**config.mk**
```make
export PLATFORM = sky130hd
export DESIGN_NAME = lsb_stego_stream_extractor_flat
export DESIGN_NICKNAME = d
export VERILOG_FILES = /design/src/lsbse_pkg.sv /design/src/lsbse_if.sv /design/src/lsb_stego_stream_extractor.sv /design/src/flat_wrapper.sv
export VERILOG_INCLUDE_DIRS = /design/src /design/src/src
export SDC_FILE = /design/constraint.sdc
export NUM_CORES = 1
export LEC_CHECK = 0
export ABC_AREA = 1
export BUFFER_PORTS_ARGS = -buffer_cell sky130_fd_sc_hd__buf_2
export CORE_ASPECT_RATIO = 0.75
export CORE_UTILIZATION = 32
export CTS_BUF_LIST = sky130_fd_sc_hd__clkbuf_8
export CTS_CLUSTER_SIZE = 12
export DETAILED_ROUTE_END_ITERATION = 10
export PLACE_DENSITY = 0.48
export RECOVER_POWER = 50
export SLEW_MARGIN = 0
export SYNTH_ARGS = -nofsm -noshare
export SYNTH_HDL_FRONTEND = slang
export SYNTH_SLANG_ARGS = --single-unit
```
**constraint.sdc**
```tcl
create_clock -name clk_i -period 4.9 [get_ports clk_i]
set_input_delay 0.98 -clock clk_i [delete_from_list [all_inputs] [get_ports clk_i]]
set_output_delay 0.98 -clock clk_i [all_outputs]
set_load 0.1 [all_outputs]
```
**src/lsb_stego_stream_extractor_assert.svh**
```systemverilog
// Assertion macros for the LSB stego stream extractor.
// No dependencies; include in files that carry concurrent checks.
// Each check is clocked on clk_i and disabled while rst_ni is low.
`ifndef LSB_STEGO_STREAM_EXTRACTOR_ASSERT_SVH
`define LSB_STEGO_STREAM_EXTRACTOR_ASSERT_SVH

`ifndef SYNTHESIS
`define LSBSE_ASSERT(lbl, prop, msg) \
  lbl: assert property (@(posedge clk_i) disable iff (!rst_ni) (prop)) else $error(msg);
`define LSBSE_ASSERT_IMPL(lbl, ante, cons, msg) \
  lbl: assert property (@(posedge clk_i) disable iff (!rst_ni) (ante) |-> (cons)) \
    else $error(msg);
`else
`define LSBSE_ASSERT(lbl, prop, msg)
`define LSBSE_ASSERT_IMPL(lbl, ante, cons, msg)
`endif

`endif

```
**src/lsbse_pkg.sv**
```systemverilog
// Package for the LSB stego stream extractor: parse phases, result kinds,
// register indexes and fixed constants. No dependencies.
`default_nettype none

package lsbse_pkg;

  // Longest extension string accepted before flagging an error.
  localparam logic [31:0] MAX_EXT_LEN = 32'd16;
  // Signature bytes are capped at this count.
  localparam logic [3:0]  MAGIC_MAX   = 4'd8;
  // Length fields are four hidden bytes, big-endian.
  localparam logic [31:0] LEN_BYTES   = 32'd4;

  localparam logic [7:0]  HEADER_LEN_RST = 8'd54;
  localparam logic [3:0]  MAGIC_LEN_RST  = 4'd2;
  localparam logic [63:0] MAGIC_VAL_RST  = 64'd8995;

  typedef enum logic [2:0] {
    PH_HEADER = 3'd0,
    PH_MAGIC  = 3'd1,
    PH_EXTLEN = 3'd2,
    PH_EXT    = 3'd3,
    PH_PAYLEN = 3'd4,
    PH_PAY    = 3'd5,
    PH_HALT   = 3'd6
  } phase_e;

  typedef enum logic [2:0] {
    KIND_EXT       = 3'd0,
    KIND_PAY       = 3'd1,
    KIND_MAGIC_ERR = 3'd2,
    KIND_EXT_LONG  = 3'd3,
    KIND_EMPTY     = 3'd4
  } kind_e;

  typedef enum logic [1:0] {
    CFG_HEADER_LEN = 2'd0,
    CFG_MAGIC_LEN  = 2'd1,
    CFG_MAGIC_VAL  = 2'd2
  } cfg_idx_e;

endpackage

`default_nettype wire

```
**src/lsbse_if.sv**
```systemverilog
// Stream interfaces for the LSB stego stream extractor: image byte beats in,
// decoded result beats out. Depends on lsbse_pkg.
`default_nettype none

interface lsbse_in_if;
  logic       valid;
  logic       ready;
  logic [7:0] image_byte;
  logic       new_image;

  modport source (output valid, output image_byte, output new_image, input ready);
  modport sink   (input valid, input image_byte, input new_image, output ready);
endinterface

interface lsbse_out_if import lsbse_pkg::*; ();
  logic       valid;
  logic       ready;
  logic [7:0] hidden_byte;
  kind_e      kind;
  logic       last;

  modport source (output valid, output hidden_byte, output kind, output last, input ready);
  modport sink   (input valid, input hidden_byte, input kind, input last, output ready);
endinterface

`default_nettype wire

```
**src/lsb_stego_stream_extractor.sv**
```systemverilog
// LSB stego stream extractor top level: parse state, result register and
// config registers. Depends on lsbse_pkg, lsbse_if and the assertion header.
//
//   Port         Dir   Content                         Handshake
//   img_i        in    image_byte[7:0], new_image      valid / ready
//   res_o        out   hidden_byte[7:0], kind, last    valid / ready
//   cfg_*_i      in    idx[1:0], wdata[63:0]           cfg_we_i, no wait
//
// One image byte per cycle while img_i.ready is high; the parse state updates
// at the edge that takes the beat; the result register drives res_o next cycle.
// img_i.ready drops only while a result sits in the register and res_o.ready is
// low; that register is the only thing that stalls the input side.
// Reset loads the register defaults and starts in header skip with no result.
`default_nettype none
`include "lsb_stego_stream_extractor_assert.svh"

module lsb_stego_stream_extractor import lsbse_pkg::*; (
  input  wire         clk_i,
  input  wire         rst_ni,
  lsbse_in_if.sink    img_i,
  lsbse_out_if.source res_o,
  input  wire         cfg_we_i,
  input  wire  [1:0]  cfg_idx_i,
  input  wire  [63:0] cfg_wdata_i
);

  // ---------------------------------------------------------------------
  // Configuration registers
  // ---------------------------------------------------------------------
  logic [7:0]  header_len_q;
  logic [3:0]  magic_len_q;
  logic [63:0] magic_val_q;

  always_ff @(posedge clk_i or negedge rst_ni) begin
    if (!rst_ni) begin
      header_len_q <= HEADER_LEN_RST;
      magic_len_q  <= MAGIC_LEN_RST;
      magic_val_q  <= MAGIC_VAL_RST;
    end else if (cfg_we_i) begin
      unique case (cfg_idx_i)
        CFG_HEADER_LEN: header_len_q <= cfg_wdata_i[7:0];
        CFG_MAGIC_LEN:  magic_len_q  <= cfg_wdata_i[3:0];
        CFG_MAGIC_VAL:  magic_val_q  <= cfg_wdata_i;
        default: ;  // unused index: drop the write
      endcase
    end
  end

  // ---------------------------------------------------------------------
  // Parse state
  // ---------------------------------------------------------------------
  phase_e      phase_q, phase_d;
  logic [7:0]  skip_q, skip_d;
  logic [2:0]  bit_cnt_q, bit_cnt_d;
  logic [7:0]  shift_q, shift_d;
  logic [31:0] fcnt_q, fcnt_d;
  logic [31:0] accum_q, accum_d;
  logic [31:0] flen_q, flen_d;

  // Result register
  logic        out_valid_q, out_valid_d;
  logic [7:0]  out_byte_q;
  kind_e       out_kind_q;
  logic        out_last_q;

  logic in_take;
  assign img_i.ready = !out_valid_q || res_o.ready;
  assign in_take     = img_i.valid && img_i.ready;

  // ---------------------------------------------------------------------
  // Front end: apply a restart, then decide header skip or data bit
  // ---------------------------------------------------------------------
  logic        restart;
  phase_e      cur_phase;
  logic [7:0]  cur_skip;
  logic [2:0]  cur_bit;
  logic [7:0]  cur_shift;
  logic [31:0] cur_fcnt, cur_accum, cur_flen;
  logic [3:0]  mlen;
  logic        hdr_skip;
  phase_e      eff_phase;
  logic [31:0] eff_fcnt, eff_accum;
  logic        active;
  logic        byte_done;
  logic [7:0]  hidden;
  logic [31:0] fcnt_inc;
  logic [31:0] accum_new;
  logic [2:0]  magic_sel;
  logic [7:0]  magic_want;
  logic        magic_bad;
  logic        len_done;
  logic        field_last;

  assign restart   = img_i.new_image;
  assign cur_phase = restart ? PH_HEADER : phase_q;
  assign cur_skip  = restart ? 8'd0  : skip_q;
  assign cur_bit   = restart ? 3'd0  : bit_cnt_q;
  assign cur_shift = restart ? 8'd0  : shift_q;
  assign cur_fcnt  = restart ? 32'd0 : fcnt_q;
  assign cur_accum = restart ? 32'd0 : accum_q;
  assign cur_flen  = restart ? 32'd0 : flen_q;

  assign mlen     = (magic_len_q > MAGIC_MAX) ? MAGIC_MAX : magic_len_q;
  assign hdr_skip = (cur_phase == PH_HEADER) && (cur_skip < header_len_q);

  // Leaving the header: the same beat already carries the first data bit.
  always_comb begin
    eff_phase = cur_phase;
    eff_fcnt  = cur_fcnt;
    eff_accum = cur_accum;
    if (cur_phase == PH_HEADER) begin
      eff_phase = (mlen == 4'd0) ? PH_EXTLEN : PH_MAGIC;
      eff_fcnt  = 32'd0;
      eff_accum = 32'd0;
    end
  end

  assign active = !hdr_skip &&
                  (eff_phase == PH_MAGIC || eff_phase == PH_EXTLEN ||
                   eff_phase == PH_EXT   || eff_phase == PH_PAYLEN ||
                   eff_phase == PH_PAY);
  assign hidden    = {cur_shift[6:0], img_i.image_byte[0]};
  assign byte_done = (cur_bit == 3'd7);
  assign fcnt_inc  = eff_fcnt + 32'd1;
  assign accum_new = {eff_accum[23:0], hidden};

  // Signature byte select wraps mod 8, as the shift amount does.
  assign magic_sel  = mlen[2:0] - 3'd1 - eff_fcnt[2:0];
  assign magic_want = magic_val_q[{magic_sel, 3'b000} +: 8];
  assign magic_bad  = (hidden != magic_want);
  assign len_done   = (fcnt_inc >= LEN_BYTES);
  assign field_last = (fcnt_inc == cur_flen);

  // ---------------------------------------------------------------------
  // Next state
  // ---------------------------------------------------------------------
  always_comb begin
    phase_d   = phase_q;
    skip_d    = skip_q;
    bit_cnt_d = bit_cnt_q;
    shift_d   = shift_q;
    fcnt_d    = fcnt_q;
    accum_d   = accum_q;
    flen_d    = flen_q;
    if (in_take) begin
      skip_d    = cur_skip;
      bit_cnt_d = cur_bit;
      shift_d   = cur_shift;
      flen_d    = cur_flen;
      if (hdr_skip) begin
        phase_d = PH_HEADER;
        skip_d  = cur_skip + 8'd1;
        fcnt_d  = cur_fcnt;
        accum_d = cur_accum;
      end else begin
        phase_d = eff_phase;
        fcnt_d  = eff_fcnt;
        accum_d = eff_accum;
        if (active) begin
          if (!byte_done) begin
            bit_cnt_d = cur_bit + 3'd1;
            shift_d   = hidden;
          end else begin
            bit_cnt_d = 3'd0;
            shift_d   = 8'd0;
            unique case (eff_phase)
              PH_MAGIC: begin
                if (magic_bad) begin
                  phase_d = PH_HALT;
                end else if (fcnt_inc >= {28'd0, mlen}) begin
                  fcnt_d  = 32'd0;
                  accum_d = 32'd0;
                  phase_d = PH_EXTLEN;
                end else begin
                  fcnt_d = fcnt_inc;
                end
              end
              PH_EXTLEN, PH_PAYLEN: begin
                if (!len_done) begin
                  fcnt_d  = fcnt_inc;
                  accum_d = accum_new;
                end else begin
                  flen_d  = accum_new;
                  fcnt_d  = 32'd0;
                  accum_d = 32'd0;
                  if (eff_phase == PH_EXTLEN) begin
                    if (accum_new > MAX_EXT_LEN) phase_d = PH_HALT;
                    else if (accum_new == 32'd0) phase_d = PH_PAYLEN;
                    else phase_d = PH_EXT;
                  end else begin
                    phase_d = (accum_new == 32'd0) ? PH_HALT : PH_PAY;
                  end
                end
              end
              PH_EXT, PH_PAY: begin
                if (field_last) begin
                  fcnt_d  = 32'd0;
                  accum_d = 32'd0;
                  phase_d = (eff_phase == PH_EXT) ? PH_PAYLEN : PH_HALT;
                end else begin
                  fcnt_d = fcnt_inc;
                end
              end
              default: ;
            endcase
          end
        end
      end
    end
  end

  // ---------------------------------------------------------------------
  // Result decode
  // ---------------------------------------------------------------------
  logic       res_valid;
  logic [7:0] res_byte;
  kind_e      res_kind;
  logic       res_last;

  always_comb begin
    res_valid = 1'b0;
    res_byte  = 8'd0;
    res_kind  = KIND_EXT;
    res_last  = 1'b0;
    if (active && byte_done) begin
      unique case (eff_phase)
        PH_MAGIC: begin
          if (magic_bad) begin
            res_valid = 1'b1;
            res_kind  = KIND_MAGIC_ERR;
          end
        end
        PH_EXTLEN: begin
          if (len_done && accum_new > MAX_EXT_LEN) begin
            res_valid = 1'b1;
            res_kind  = KIND_EXT_LONG;
          end
        end
        PH_PAYLEN: begin
          if (len_done && accum_new == 32'd0) begin
            res_valid = 1'b1;
            res_kind  = KIND_EMPTY;
          end
        end
        PH_EXT, PH_PAY: begin
          res_valid = 1'b1;
          res_byte  = hidden;
          res_kind  = (eff_phase == PH_EXT) ? KIND_EXT : KIND_PAY;
          res_last  = field_last;
        end
        default: ;
      endcase
    end
  end

  // Load a new result with each beat taken; clear once the sink takes it.
  always_comb begin
    out_valid_d = out_valid_q;
    if (in_take) out_valid_d = res_valid;
    else if (res_o.ready) out_valid_d = 1'b0;
  end

  always_ff @(posedge clk_i or negedge rst_ni) begin
    if (!rst_ni) begin
      phase_q     <= PH_HEADER;
      skip_q      <= 8'd0;
      bit_cnt_q   <= 3'd0;
      shift_q     <= 8'd0;
      fcnt_q      <= 32'd0;
      accum_q     <= 32'd0;
      flen_q      <= 32'd0;
      out_valid_q <= 1'b0;
    end else begin
      phase_q     <= phase_d;
      skip_q      <= skip_d;
      bit_cnt_q   <= bit_cnt_d;
      shift_q     <= shift_d;
      fcnt_q      <= fcnt_d;
      accum_q     <= accum_d;
      flen_q      <= flen_d;
      out_valid_q <= out_valid_d;
    end
  end

  always_ff @(posedge clk_i) begin
    if (in_take && res_valid) begin
      out_byte_q <= res_byte;
      out_kind_q <= res_kind;
      out_last_q <= res_last;
    end
  end

  assign res_o.valid       = out_valid_q;
  assign res_o.hidden_byte = out_byte_q;
  assign res_o.kind        = out_kind_q;
  assign res_o.last        = out_last_q;

  // ---------------------------------------------------------------------
  // Checks
  // ---------------------------------------------------------------------
  `LSBSE_ASSERT_IMPL(a_no_overrun, out_valid_q && !res_o.ready, !img_i.ready,
    "input taken while result register is blocked")
  `LSBSE_ASSERT_IMPL(a_hdr_no_bits, phase_q == PH_HEADER,
    bit_cnt_q == 3'd0 && shift_q == 8'd0, "bit gather active during header skip")
  `LSBSE_ASSERT_IMPL(a_ext_len_ok, phase_q == PH_EXT,
    flen_q != 32'd0 && flen_q <= MAX_EXT_LEN, "extension phase with bad length")
  `LSBSE_ASSERT_IMPL(a_status_clean,
    out_valid_q && (out_kind_q == KIND_MAGIC_ERR || out_kind_q == KIND_EXT_LONG ||
                    out_kind_q == KIND_EMPTY),
    out_byte_q == 8'd0 && !out_last_q, "status result carries data")

endmodule

`default_nettype wire

```
**src/flat_wrapper.sv**
```systemverilog
// flat-port wrapper written by rule: the top's interface ports become plain ports
module lsb_stego_stream_extractor_flat import lsbse_pkg::*;
  (clk_i, rst_ni, cfg_we_i, cfg_idx_i, cfg_wdata_i, img_i_valid, img_i_image_byte, img_i_new_image, img_i_ready, res_o_valid, res_o_hidden_byte, res_o_kind, res_o_last, res_o_ready);
  lsbse_in_if img_i_i ();
  lsbse_out_if res_o_i ();
  input  wire clk_i;
  input  wire rst_ni;
  input  wire cfg_we_i;
  input  wire  [1:0] cfg_idx_i;
  input  wire  [63:0] cfg_wdata_i;
  input wire logic [$bits(img_i_i.valid)-1:0] img_i_valid;
  input wire logic [$bits(img_i_i.image_byte)-1:0] img_i_image_byte;
  input wire logic [$bits(img_i_i.new_image)-1:0] img_i_new_image;
  output wire logic [$bits(img_i_i.ready)-1:0] img_i_ready;
  output wire logic [$bits(res_o_i.valid)-1:0] res_o_valid;
  output wire logic [$bits(res_o_i.hidden_byte)-1:0] res_o_hidden_byte;
  output wire logic [$bits(res_o_i.kind)-1:0] res_o_kind;
  output wire logic [$bits(res_o_i.last)-1:0] res_o_last;
  input wire logic [$bits(res_o_i.ready)-1:0] res_o_ready;
  assign img_i_i.valid = img_i_valid;
  assign img_i_i.image_byte = img_i_image_byte;
  assign img_i_i.new_image = img_i_new_image;
  assign img_i_ready = img_i_i.ready;
  assign res_o_valid = res_o_i.valid;
  assign res_o_hidden_byte = res_o_i.hidden_byte;
  assign res_o_kind = res_o_i.kind;
  assign res_o_last = res_o_i.last;
  assign res_o_i.ready = res_o_ready;
  lsb_stego_stream_extractor u_core (.clk_i(clk_i), .rst_ni(rst_ni), .img_i(img_i_i), .res_o(res_o_i), .cfg_we_i(cfg_we_i), .cfg_idx_i(cfg_idx_i), .cfg_wdata_i(cfg_wdata_i));
endmodule
```
==> impl_summary.md, run 1 <==
Final layout
The final non-filler cell total is 2,909. The share of post-route cells with drive strength above 1 is 0.1858. The filler cells instantiated in the layout total 4,720. The relative area change from synthesis to final layout is 17.49%. The net count reported at finish is 2,414. Once layout is complete, the utilization of the core stands at 0.3838.

Logic synthesis
Yosys mapped the design onto 50 distinct sky130hd cell types. The post-synthesis area per instance is 6.719 µm². Ranked by instance count, the synthesized netlist is headed by 695 x sky130_fd_sc_hd__nand2_1, 263 x sky130_fd_sc_hd__inv_1, 241 x sky130_fd_sc_hd__nor2_1.

The dominant cell by count in the synthesized netlist is sky130_fd_sc_hd__nand2_1. Counting flops with an async set or reset pin after synthesis yields a share of 0.9394. The cell count after synthesis is 2,124.

The post-synthesis instance area is 14,270 µm². For this run, the leading register cell type out of synthesis is sky130_fd_sc_hd__dfrtp_1. Yosys printed 0 warnings. The number of nets handed over by synthesis was 2,221. The share of Yosys cell area claimed by the top area cell type is 0.3069.

sky130_fd_sc_hd__dfrtp_1 takes more of the synthesized area than any other cell. By area the synthesized netlist is led by sky130_fd_sc_hd__dfrtp_1 31%, sky130_fd_sc_hd__nand2_1 18%, sky130_fd_sc_hd__inv_1 6.9%, sky130_fd_sc_hd__nor2_1 6.3%, sky130_fd_sc_hd__nand3_1 6.2%. The proportion of synthesized chip area in sequential cells is 0.3524. Synthesis inferred 198 register bits. The number of synthesized flops with an enable pin is 12.

Critical path
Data arrives at the worst endpoint at 4.54 ns. The delay of the slowest cell on the worst path is 0.55 ns. The worst setup path is launched from a primary input. In this design, the largest share of critical-path delay is due to simple AND/OR/NAND/NOR gates. The worst setup path is of the primary input to register kind. On the critical path, the stage with the largest delay is an instance of sky130_fd_sc_hd__fa_1. The endpoint identified for the worst register-to-register timing path is u_core.res_o.hidden_byte[7].

Of all nets on the critical path, the largest fanout is 24. Together, buffers and inverters on the worst path number 6. The reg2reg setup slack is 0.74 ns. The kind of capture point of the worst setup path is a register. The worst endpoint required time is 5.08 ns. The worst reg2reg path startpoint is u_core.magic_len_q[2].

Walking the worst path, the cells encountered are buf_2, inv_8, nand2_4, nand2_1, nor2_2, nor2_1, inv_1, ha_1, fa_1, inv_1, buf_12, o21ai_0, o22ai_1, nand2_1, nand2_1, xor2_1, nor2_1, and2_0, nand2_1, nand2_2, nand2_1, nor2_1, buf_4, nor2_4. The cell repeated most along the worst path is sky130_fd_sc_hd__nand2_1. For the worst flop-to-flop path, the logic depth is 20.

STA
The count of final hold-check violations is 0. Subtracting the final worst setup slack from the clock period gives 4.363 ns. Setup violations remaining at the end of the flow were counted as 0. The final-report max-slew violation count is 150. Derived from the worst setup path, the maximum achievable clock frequency is 0.2292 GHz. For the pin with the worst max-slew slack, the measured transition is 2.885 ns. The final sum of negative setup slack is 0 ns. Headroom to the max-slew limit came out at -0.9233. The clock tree skew after final layout is 0.01767 ns.

The final period utilization is 0.8903. Setup repair after global routing left no endpoint under its margin.

Drt
The pre-antenna-repair detailed-routing pass consisted of 5 iterations. The remaining design rule violation count is 0. The total number of vias is 14,230. The routed length per instance is 16.94 µm. Wire segments on met2 add up to 19.89 mm in the final route. The met3 wirelength from detailed routing is 2.639 mm. The number of DRC markers in iteration 0 is 1,194. The post-detailed-route count of antenna-violating nets is 0. Dividing the detail-routed via count by the number of cells gives 4.890. After detailed routing, the wire length on met1 is 26.50 mm. The top layer used by detailed routing is met4. For this block, the routed nets add up to 49.27 mm of wire.

Clocking
Clock tree synthesis inserted a total of 17 buffers. The number of instances resized during post-cts repair is 0. The source-to-sink clock delay at the later pin of the worst-skew pair is 0.53 ns. For this design, the sink count on the clock tree is 198. Hold repair after CTS inserted 0 buffers.

The H-tree generated during clock tree synthesis spans 4 levels. No sink is reached through more buffers than the 2 on the longest clock path. The clock-pin slew on the worst setup and hold paths is 0.10 ns.

TritonCTS built the clock tree. The CTS root buffer is sky130_fd_sc_hd__clkbuf_8. Buffers added to address setup during post-CTS repair amount to 0.

Power and ir drop
The worst-case IR drop observed on VDD is 0.1754 mV. For this design the ratio of total power to cell area is 281.0 nW/µm². The leakage power is 8.673 nW. The final total power is 4.711 mW.

Place
Once placement completed, the tool counted placed cells totaling 2,876. The detailed placement HPWL is 37.53 mm. The final RePlAce weighted congestion is 0.8718.

During placement, the flow inserted port buffers numbering 86.

Status
The final reports fail on capacitance limit, slew limit. The flow ran to the end, but the final reports show violations.

Run
Across the run, the number of max-cap violations was 2.

GRT
The number of global-route vias before repair is 13,210. The first global-routing pass estimated 76.60 mm of wire. The initial antenna violation count was 1. The overflow left after global routing is 0.

The total track usage is 0.2224. The largest net degree at the start of global routing is 109.

Floorplan
The core region is 43,680 µm². The die covers 45,460 µm². The I/O pin count is 94. The placement row count is 66. The effective utilization at floorplan is 0.3267. The vertical extent of the die is 184.9 µm. The die boundary width is 245.9 µm.

Worst hold path
The class of the tightest hold or removal check is register to register. The startpoint identified for the worst hold timing path is u_core.fcnt_q[12]. The path with the worst hold slack has its endpoint at u_core.fcnt_q[12]. The number of stages on the worst hold path is 2.
-- metal layers --
| layer | global-route usage | vias up |
|---|---|---|
| li1 | - | 7126 |
| met1 | 0.3537 | 6754 |
| met2 | 0.3179 | 329 |
| met3 | 0.03130 | 16 |
| met4 | 0.02957 | 0 |
| met5 | 0 | - |
-- sequential cells by signal, summed over array words and instances, names as in the netlist --
signal and count:
u_core.accum_q 24, u_core.bit_cnt_q 3, u_core.fcnt_q 32, u_core.flen_q 32, u_core.header_len_q 8, u_core.magic_len_q 4, u_core.magic_val_q 64, u_core.phase_q 3
u_core.res_o.hidden_byte 8, u_core.res_o.kind 3, u_core.res_o.last 1, u_core.res_o.valid 1, u_core.shift_q 7, u_core.skip_q 8
-- report_power, final --
part | internal (mW) | total (mW) | switching, mW
combinational | 0.573 | 1.56 | 0.984
sequential | 1.88 | 2.02 | 0.141
clock | 0.444 | 1.13 | 0.689
total | 2.90 | 4.71 | 1.81
-- worst min-delay path: cells and delay by family (launching register included) --
family / cells / cell delay (ns)
flip-flops: 1 / 0.36
AND/OR/NAND/NOR: 2 / 0.10
-- kinds of logic after synthesis --
group                    Yosys count  synth area share
AO/OA/AOI/OAI                    245           0.09320
adder cells (fa/ha/maj)           17           0.01543
buffers and inverters            359            0.1042
AND/OR/NAND/NOR                 1231            0.3787
multiplexers                      56           0.04419
XOR/XNOR                          18           0.01201
flip-flops                       198            0.3524
-- placed cells by master (no fill, tap or decap), drive strengths merged, types with 27 or more instances in the layout --
| master | Yosys | layout |
|---|---|---|
| dfrtp | 175 | 175 |
| nand4 | 27 | 27 |
| nand2 | 719 | 719 |
| inv | 271 | 278 |
| nand3 | 197 | 197 |
| o21ai | 162 | 162 |
| buf | 37 | 252 |
| nor2 | 263 | 263 |
| mux2 | 56 | 56 |
| a21oi | 45 | 45 |
-- per-stage QoR --
stage          setup WS [ns]  hold slack, ns  cell area [µm²]
6_report              0.5374          0.4870            16770
5_1_grt               0.2632          0.5078            16770
4_1_cts               0.6097          0.4935            16780
3_5_place_dp         0.03529          0.4648            16380
3_3_place_gp         0.04572          0.4616            16380
2_1_floorplan        0.06414          0.4468            14280
-- how the worst max path moves through the flow --
| stage | start | endpoint | slack, ns | cells after the start |
|---|---|---|---|---|
| after floorplan | img_i_new_image | u_core.accum_q[10] | 0.06 | 30 |
| after global placement | img_i_new_image | u_core.res_o.hidden_byte[5] | 0.05 | 25 |
| after detailed placement | img_i_new_image | u_core.res_o.hidden_byte[6] | 0.04 | 25 |
| after CTS | img_i_new_image | u_core.res_o.hidden_byte[7] | 0.61 | 25 |
| after global routing | img_i_new_image | u_core.res_o.hidden_byte[7] | 0.26 | 25 |
| final | img_i_new_image | u_core.res_o.hidden_byte[7] | 0.54 | 24 |
-- final cells by class --
| class | instances | area, µm² | share of cell area |
|---|---|---|---|
| inverter | 278 | 1052 | 0.06276 |
| clock buffer | 19 | 261.5 | 0.01560 |
| clock inverter | 13 | 135.1 | 0.008059 |
| antenna | 1 | 2.502 | 0.0001492 |
| timing repair buffer | 255 | 1794 | 0.1070 |
| sequential | 198 | 5029 | 0.2999 |
| tap | 578 | 723.2 | 0.04313 |
| multi-input combinational | 1567 | 7770 | 0.4634 |
No activity file was read; power rests on OpenSTA's default activity.
==> inputs of run 2 (changes only) <==
CELL_PAD_IN_SITES_DETAIL_PLACEMENT = 0   (was unset)
CELL_PAD_IN_SITES_GLOBAL_PLACEMENT = 1   (was unset)
PLACE_DENSITY = 0.62   (was 0.48)
==> impl_summary.md, run 2 (synthesized netlist as in run 1, its figures left out) <==
Clocking
The clock-pin slew on the worst setup and hold paths came to 0.10 ns (about the same). The total number of clock tree sinks was 198 (unchanged). The source-to-sink clock delay at the later pin of the worst-skew pair was 0.54 ns (was 0.53 ns). The number of instances resized during post-cts repair came to 0 (unchanged). The maximum clock insertion buffer count was 2 (unchanged). The number of buffers added by the clock tree synthesis step is 17 (unchanged). The number of buffers added for setup after CTS came to 0 (unchanged). The clock tree from TritonCTS is done (unchanged).

The hold buffer count at CTS is 0 (unchanged). The CTS root buffer is sky130_fd_sc_hd__clkbuf_8 (unchanged). The number of levels the H-tree was split into is 4 (unchanged).

Drt
The routed length per instance is 17.53 µm (was 16.94 µm). The number of DRC markers in iteration 0 came to 1,110 (was 1,194). The per-cell via count in the routed design is 4.922 (was 4.890).

The remaining design rule violation count came to 0 (unchanged). The post-detailed-route count of antenna-violating nets is 0 (unchanged). The total number of vias is 14,270 (was 14,230). The length of the first detailed-routing pass in iterations is 7 (was 5).

The aggregate routed wire length is 50.81 mm (was 49.27 mm).

Critical path
The reg2reg setup slack is 0.79 ns (was 0.74 ns). The critical path launch point type is a primary input (unchanged). The data arrival time of the worst path came to 4.83 ns (was 4.54 ns). The kind of capture point of the worst setup path is a register (unchanged). The peak fanout along the critical path is 24 (unchanged). The worst endpoint required time is 5.33 ns (was 5.08 ns).

The path type of the worst setup path was primary input to register (unchanged).

STA
The number of setup violations in the final report came to 0 (unchanged). The maximum clock frequency was 0.2273 GHz (was 0.2292 GHz). The tightest slew margin relative to the limit is -0.6810 (was -0.9233). The count of final hold-check violations is 0 (unchanged).

The clock tree skew after final layout came to 0.01720 ns (was 0.01767 ns). The final-report max-slew violation count is 157 (was 150). The final period utilization is 0.8977 (was 0.8903). The pin slew with the least headroom to its limit was 2.521 ns (was 2.885 ns). The final period demand of the worst path is 4.399 ns (was 4.363 ns).

RSZ-0062 raised after global routing: no (unchanged). The worst setup margin was 0.5010 ns (was 0.5374 ns).

Final layout
The most common cell after layout, fill and taps aside is sky130_fd_sc_hd__nand2_1 (unchanged). The register with the most flip-flops is u_core.magic_val_q (unchanged). The net count reported at finish came to 2,405 (was 2,414). The number of antenna repair diodes was 0 (was 1). The number of flip-flops in the largest register was 64 (unchanged). The layout filler cell count is 4,650 (was 4,720). The share of post-route cells with drive strength above 1 is 0.1818 (was 0.1858). Top flop regs: u_core.magic_val_q x64, u_core.fcnt_q x32, u_core.flen_q x32 (unchanged). Highest-count cells in the layout ignoring fill and taps: 695 x sky130_fd_sc_hd__nand2_1, 265 x sky130_fd_sc_hd__inv_1, 239 x sky130_fd_sc_hd__nor2_1 (was 695 x sky130_fd_sc_hd__nand2_1, 263 x sky130_fd_sc_hd__inv_1, 239 x sky130_fd_sc_hd__nor2_1). The relative area change from synthesis to final layout is 17.25% (was 17.49%).

The final non-filler cell total is 2,899 (was 2,909).

Floorplan
The I/O pin count is 94 (unchanged). The die boundary width is 245.9 µm (unchanged). The vertical extent of the die was 184.9 µm (unchanged). The effective utilization at floorplan came to 0.3267 (unchanged).

The full die area is 45,460 µm² (unchanged). The placement row count is 66 (unchanged). The total core area is 43,680 µm² (unchanged).

Power and ir drop
The power density normalized to cell area is 282.8 nW/µm² (was 281.0 nW/µm²). The maximum vdd drop is 0.2015 mV (was 0.1754 mV). The leakage power came to 8.645 nW (was 8.673 nW).

Place
The final RePlAce weighted congestion came to 0.8856 (was 0.8718). The detailed placement HPWL is 38.02 mm (was 37.53 mm). The count of buffers inserted at the top-level ports was 86 (unchanged).

The total placed cells including tap cells is 2,867 (was 2,876). The minimum setup slack after placement is -0.05686 ns (was 0.03529 ns).

Run
The number of maximum-capacitance violations is 3 (was 2).

GRT
The initial antenna violation count was 0 (was 1). The overflow left after global routing is 0 (unchanged). The global-route wire length before repair came to 78.33 mm (was 76.60 mm). The total track usage is 0.2274 (was 0.2224). The number of global-route vias before repair is 13,180 (was 13,210). The largest net degree at the start of global routing is 90 (was 109).

Status
Violated checks: capacitance limit, slew limit (unchanged). Status: complete, but fails checks (unchanged).

Worst hold path
The class of the tightest hold or removal check was register to register (unchanged).
-- run 2: path summary, 6_finish.rpt --
path | startpoint | end | cells past startpoint
setup / recovery | img_i_new_image | u_core.accum_q[12] | 27
hold / removal | u_core.accum_q[8] | u_core.accum_q[8] | 2
setup reg to reg | u_core.phase_q[1] | u_core.accum_q[12] | 25
hold reg to reg | u_core.accum_q[8] | u_core.accum_q[8] | 2
max in group asynchronous | rst_ni | u_core.flen_q[10] | 2
min in group asynchronous | rst_ni | u_core.magic_val_q[46] | 1
-- run 2: cell type report --
class                           instances  area [µm²]  area share
Multi-Input combinational cell       1567        7770      0.4643
Sequential cell                       198        5029      0.3005
Timing Repair Buffer                  246        1752      0.1047
Inverter                              278        1054     0.06296
Tap cell                              578       723.2     0.04322
Clock buffer                           19       261.5     0.01563
Clock inverter                         13       145.1    0.008674
-- run 2: power by group --
part           internal, mW  leakage, nW  total [mW]  switching, mW
Combinational         0.555         5.96        1.54          0.986
Clock                 0.489        0.211        1.17          0.684
Sequential             1.88         2.47        2.02          0.138
Total                  2.92         8.65        4.73           1.81
-- run 2: critical path, cell delays in order --
cell	delay, ns
sky130_fd_sc_hd__buf_2	0.15
sky130_fd_sc_hd__inv_8	0.10
sky130_fd_sc_hd__nand2_4	0.05
sky130_fd_sc_hd__nand2_1	0.11
sky130_fd_sc_hd__nor2_2	0.07
sky130_fd_sc_hd__nor2_1	0.17
sky130_fd_sc_hd__inv_1	0.14
sky130_fd_sc_hd__ha_1	0.24
sky130_fd_sc_hd__fa_1	0.57
sky130_fd_sc_hd__inv_1	0.10
sky130_fd_sc_hd__buf_12	0.16
sky130_fd_sc_hd__a21oi_1	0.13
sky130_fd_sc_hd__a32o_1	0.20
sky130_fd_sc_hd__nand2_1	0.06
sky130_fd_sc_hd__o21ai_0	0.10
sky130_fd_sc_hd__xor2_1	0.17
sky130_fd_sc_hd__nand2_1	0.07
sky130_fd_sc_hd__nor2_1	0.10
sky130_fd_sc_hd__nand2_1	0.13
sky130_fd_sc_hd__nand2_2	0.19
sky130_fd_sc_hd__nand2_2	0.08
sky130_fd_sc_hd__inv_2	0.15
sky130_fd_sc_hd__nand3_4	0.25
sky130_fd_sc_hd__nand2_1	0.14
sky130_fd_sc_hd__nand2_1	0.06
sky130_fd_sc_hd__nand2_1	0.05
sky130_fd_sc_hd__nand2_1	0.07
-- run 2: per-layer routing --
| metal | share of wire | vias to the layer above | GRT usage |
|---|---|---|---|
| met3 | 0.041 | 33 | 0.02507 |
| met5 | 0 | - | 0 |
| met1 | 0.54 | 6825 | 0.3599 |
| li1 | - | 7123 | - |
| met4 | 0.0098 | 0 | 0.04621 |
| met2 | 0.41 | 289 | 0.3255 |
-- run 2: metrics by stage --
step | hold WS, ns | cell area, µm² | power [mW] | TNS (ns) | utilization
2_1_floorplan | 0.4468 | 14280 | 3.050 | 0 | -
3_3_place_gp | 0.4636 | 16340 | 3.574 | 0 | 0.3741
3_5_place_dp | 0.4651 | 16340 | 3.588 | -0.7021 | 0.3741
4_1_cts | 0.4928 | 16750 | 4.784 | 0 | 0.3834
5_1_grt | 0.5070 | 16730 | 5.048 | 0 | 0.3831
6_report | 0.4895 | 16730 | 4.733 | 0 | 0.3831
==> inputs of run 3 (changes only) <==
ABC_AREA = unset   (was 1)
PLACE_DENSITY = 0.58   (was 0.62)
==> impl_summary.md, run 3 <==
Status
Status: complete, but fails checks (unchanged). Violated checks: capacitance limit, slew limit (unchanged).

STA
The pin slew with the least headroom to its limit is 3.534 ns (was 2.521 ns). The final period demand of the worst path was 4.777 ns (was 4.399 ns). The clock tree skew after final layout is 0.02587 ns (was 0.01720 ns). The count of final hold-check violations is 0 (unchanged). The final period utilization is 0.9749 (was 0.8977).

The worst setup margin is 0.1229 ns (was 0.5010 ns). The maximum clock frequency was 0.2093 GHz (was 0.2273 GHz). The number of setup violations in the final report came to 0 (unchanged). The tightest slew margin relative to the limit is -1.356 (was -0.6810).

The final-report max-slew violation count came to 169 (was 157). RSZ-0062 raised after global routing: no (unchanged).

Place
The detailed placement HPWL was 29.08 mm (was 38.02 mm). The final RePlAce weighted congestion is 0.9147 (was 0.8856). The minimum setup slack after placement was -0.3362 ns (was -0.05686 ns). The post-placement cell area was 13,280 µm² (was 16,340 µm²). The total placed cells including tap cells is 1,729 (was 2,867). The count of buffers inserted at the top-level ports is 86 (unchanged).

Floorplan
The effective utilization at floorplan is 0.3290 (was 0.3267). The total core area is 35,140 µm² (was 43,680 µm²). The placement row count is 59 (was 66). The I/O pin count is 94 (unchanged). The vertical extent of the die was 166.6 µm (was 184.9 µm). The die boundary width is 221.5 µm (was 245.9 µm). The full die area is 36,900 µm² (was 45,460 µm²).

GRT
The overflow left after global routing is 0 (unchanged). The initial antenna violation count is 2 (was 0). The largest net degree at the start of global routing was 104 (was 90). The number of global-route vias before repair came to 9,341 (was 13,180). The global-route wire length before repair is 58.87 mm (was 78.33 mm). The total track usage is 0.2117 (was 0.2274).

Critical path
The worst endpoint required time is 5.12 ns (was 5.33 ns). The critical path launch point type is a primary input (unchanged). The data arrival time of the worst path is 4.99 ns (was 4.83 ns). The kind of capture point of the worst setup path was a register (unchanged). The length in cells of the worst reg-to-reg path is 18 (was 25).

The worst reg2reg path startpoint is u_core.phase_q[1] (unchanged). The path type of the worst setup path was primary input to register (unchanged). The peak fanout along the critical path was 12 (was 24). The worst setup path startpoint was img_i_new_image (unchanged). The reg2reg setup slack is 0.27 ns (was 0.79 ns). The endpoint of the most critical register-to-register path is u_core.res_o.kind[0] (was u_core.accum_q[12]).

Power and ir drop
The part of the power in combinational logic was 0.238 (was 0.326). The switching power of the nets was 1.332 mW (was 1.808 mW). The register share of total power was 0.477 (was 0.426). The leakage power is 5.829 nW (was 8.645 nW). The internal power of the cells is 2.657 mW (was 2.925 mW). The switching fraction of total power was 0.3338 (was 0.3820). The maximum vdd drop came to 0.1788 mV (was 0.2015 mV). The part of the power in the clock network is 0.286 (was 0.248).

The power density normalized to cell area is 291.2 nW/µm² (was 282.8 nW/µm²).

Clocking
The number of buffers added by the clock tree synthesis step is 17 (unchanged). The clock tree from TritonCTS was done (unchanged). The maximum clock insertion buffer count was 2 (unchanged). The number of instances resized during post-cts repair is 0 (unchanged). The source-to-sink clock delay at the later pin of the worst-skew pair is 0.52 ns (was 0.54 ns).

The hold buffer count at CTS came to 0 (unchanged). The total number of clock tree sinks is 198 (unchanged). The CTS root buffer is sky130_fd_sc_hd__clkbuf_8 (unchanged). The number of buffers added for setup after CTS came to 0 (unchanged). The number of levels the H-tree was split into is 4 (unchanged). The clock-pin slew on the worst setup and hold paths is 0.11 ns (was 0.10 ns).

Final layout
Top flop regs: u_core.magic_val_q x64, u_core.fcnt_q x32, u_core.flen_q x32 (unchanged). The final non-filler cell total is 1,762 (was 2,899). The most common cell after layout, fill and taps aside is sky130_fd_sc_hd__dfrtp_1 (was sky130_fd_sc_hd__nand2_1). The net count reported at finish is 1,388 (was 2,405). The number of flip-flops in the largest register was 64 (unchanged). Highest-count cells in the layout ignoring fill and taps: 175 x sky130_fd_sc_hd__dfrtp_1, 108 x sky130_fd_sc_hd__nand2_1, 98 x sky130_fd_sc_hd__buf_4 (was 695 x sky130_fd_sc_hd__nand2_1, 265 x sky130_fd_sc_hd__inv_1, 239 x sky130_fd_sc_hd__nor2_1). The layout filler cell count came to 3,560 (was 4,650). The area of combinational cells with multiple inputs is 6107 µm² (was 7770 µm²). The share of post-route cells with drive strength above 1 is 0.2776 (was 0.1818). The relative area change from synthesis to final layout was 18.47% (was 17.25%). The total area of sequential cells was 5029 µm² (unchanged).

The register with the most flip-flops is u_core.magic_val_q (unchanged). The final cell area excluding filler cells came to 13,700 µm² (was 16,730 µm²).

Worst hold path
The beginning of the worst hold path is u_core.bit_cnt_q[1] (was u_core.accum_q[8]). The capture endpoint of the worst hold path is u_core.bit_cnt_q[1] (was u_core.accum_q[8]). The class of the tightest hold or removal check is register to register (unchanged).

The number of stages on the worst hold path is 1 (was 2).

Logic synthesis
The cell accounting for the most synthesized area was sky130_fd_sc_hd__dfrtp_1 (unchanged). The proportion of synthesized chip area in sequential cells is 0.4350 (was 0.3524). The distinct cell type count of the synthesized netlist is 86 (was 50). The cell count after synthesis came to 1,147 (was 2,124). The synthesis warning total was 0 (unchanged).

The net count of the mapped netlist came to 1,244 (was 2,221). Most instantiated cells after synthesis: 175 x sky130_fd_sc_hd__dfrtp_1, 108 x sky130_fd_sc_hd__nand2_1, 69 x sky130_fd_sc_hd__mux2_2 (was 695 x sky130_fd_sc_hd__nand2_1, 263 x sky130_fd_sc_hd__inv_1, 241 x sky130_fd_sc_hd__nor2_1). The most used flip-flop cell after synthesis is sky130_fd_sc_hd__dfrtp_1 (unchanged). The post-synthesis register bit count came to 198 (unchanged). Top area cells in the synthesized netlist: sky130_fd_sc_hd__dfrtp_1 38%, sky130_fd_sc_hd__mux2_2 6.7%, sky130_fd_sc_hd__a22o_1 3.9%, sky130_fd_sc_hd__nand2_1 3.5%, sky130_fd_sc_hd__edfxtp_1 3.1% (was sky130_fd_sc_hd__dfrtp_1 31%, sky130_fd_sc_hd__nand2_1 18%, sky130_fd_sc_hd__inv_1 6.9%, sky130_fd_sc_hd__nor2_1 6.3%, sky130_fd_sc_hd__nand3_1 6.2%). The number of synthesized flops with an enable pin is 12 (unchanged).

The async set-or-reset flop fraction in the synthesized netlist is 0.9394 (unchanged). The post-synthesis instance area came to 11,560 µm² (was 14,270 µm²). The dominant cell by count in the synthesized netlist is sky130_fd_sc_hd__dfrtp_1 (was sky130_fd_sc_hd__nand2_1).

The post-synthesis area per instance is 10.08 µm² (was 6.719 µm²). The share of Yosys cell area claimed by the top area cell type was 0.3788 (was 0.3069).

Drt
The length of the first detailed-routing pass in iterations is 7 (unchanged). The remaining design rule violation count is 0 (unchanged). The aggregate routed wire length came to 38.86 mm (was 50.81 mm). The routed length per instance is 22.05 µm (was 17.53 µm). The post-detailed-route count of antenna-violating nets came to 0 (unchanged). The per-cell via count in the routed design is 5.589 (was 4.922). The number of DRC markers in iteration 0 is 931 (was 1,110). The total number of vias is 9,847 (was 14,270).

Run
The number of maximum-capacitance violations is 2 (was 3).
-- run 3: cell count changes after synthesis, moves of 17 or more --
cell and delta:
sky130_fd_sc_hd__nor2b_1 +17, sky130_fd_sc_hd__nand2_1 -587, sky130_fd_sc_hd__nor2_1 -183, sky130_fd_sc_hd__nand2_2 -17, sky130_fd_sc_hd__o21ai_0 -101, sky130_fd_sc_hd__nand2b_1 +17, sky130_fd_sc_hd__nor4_1 +23, sky130_fd_sc_hd__inv_1 -223
sky130_fd_sc_hd__nand3_1 -134, sky130_fd_sc_hd__nor3_1 +17, sky130_fd_sc_hd__xnor2_1 +27, sky130_fd_sc_hd__a22o_1 +52
-- run 3: worst max-delay path by stage --
stage                                       to  slack [ns]  cells after the start
after global placement        u_core.fcnt_q[8]       -0.36                     16
final                     u_core.res_o.kind[0]        0.12                     18
after floorplan              u_core.fcnt_q[13]       0.009                     20
after CTS                     u_core.fcnt_q[8]        0.21                     16
after detailed placement      u_core.fcnt_q[8]       -0.34                     16
after global routing      u_core.res_o.kind[0]        0.01                     18
-- run 3: cell families after synthesis --
logic type / after synthesis / synth area share
simple gates: 390 / 0.1794
fa+ha+maj: 17 / 0.01905
mux: 92 / 0.1044
xor+xnor: 57 / 0.04318
buf+inv: 115 / 0.04123
compound gates: 278 / 0.1777
flops: 198 / 0.4350
-- run 3: stage by stage --
stage               power [mW]  TNS, ns    util  hold WS (ns)
floorplan                2.534        0       -        0.4583
finish                   3.989        0  0.3898        0.5051
detailed placement       2.874   -15.22  0.3778        0.4775
global placement         2.860   -19.54  0.3778        0.4755
global route             4.187        0  0.3898        0.5132
CTS                      4.021        0  0.3901        0.5075
-- run 3: cell type report --
cell class | count | area share
timing repair buffer | 200 | 0.1026
clock buffer | 17 | 0.01708
tap | 457 | 0.04175
clock inverter | 15 | 0.01443
inverter | 40 | 0.01096
antenna | 1 | 0.0001827
multi-input combinational | 834 | 0.4459
sequential | 198 | 0.3671
-- run 3: power groups by stage --
stage | Sequential (mW) | Clock (mW) | Combinational, mW
2_1_floorplan | 1.89 | 0 | 0.640
4_1_cts | 1.90 | 1.17 | 0.947
3_3_place_gp | 1.93 | 0 | 0.930
6_report | 1.90 | 1.14 | 0.948
5_1_grt | 1.92 | 1.23 | 1.04
3_5_place_dp | 1.93 | 0 | 0.942
-- run 3: worst max-delay path, cell delays in order --
cell,delay (ns)
sky130_fd_sc_hd__buf_2,0.12
sky130_fd_sc_hd__nor2_1,0.18
sky130_fd_sc_hd__nand2_1,0.12
sky130_fd_sc_hd__buf_4,0.15
sky130_fd_sc_hd__inv_1,0.07
sky130_fd_sc_hd__ha_1,0.33
sky130_fd_sc_hd__nand3_1,0.24
sky130_fd_sc_hd__nor3_1,0.41
sky130_fd_sc_hd__buf_4,0.19
sky130_fd_sc_hd__nor2_1,0.05
sky130_fd_sc_hd__o31ai_1,0.46
sky130_fd_sc_hd__nand3_1,0.22
sky130_fd_sc_hd__a2111oi_4,0.38
sky130_fd_sc_hd__buf_4,0.19
sky130_fd_sc_hd__buf_12,0.11
sky130_fd_sc_hd__nand2_2,0.10
sky130_fd_sc_hd__a211oi_1,0.42
sky130_fd_sc_hd__nor2_2,0.25
-- run 3: per-layer routing --
layer  vias up  track usage  wire length, µm
li1       4592            -                -
met1      4960       0.3447            20550
met2       273       0.2731            15270
met3        22      0.05116             2680
met4         0      0.04287              358
met5         -            0                0
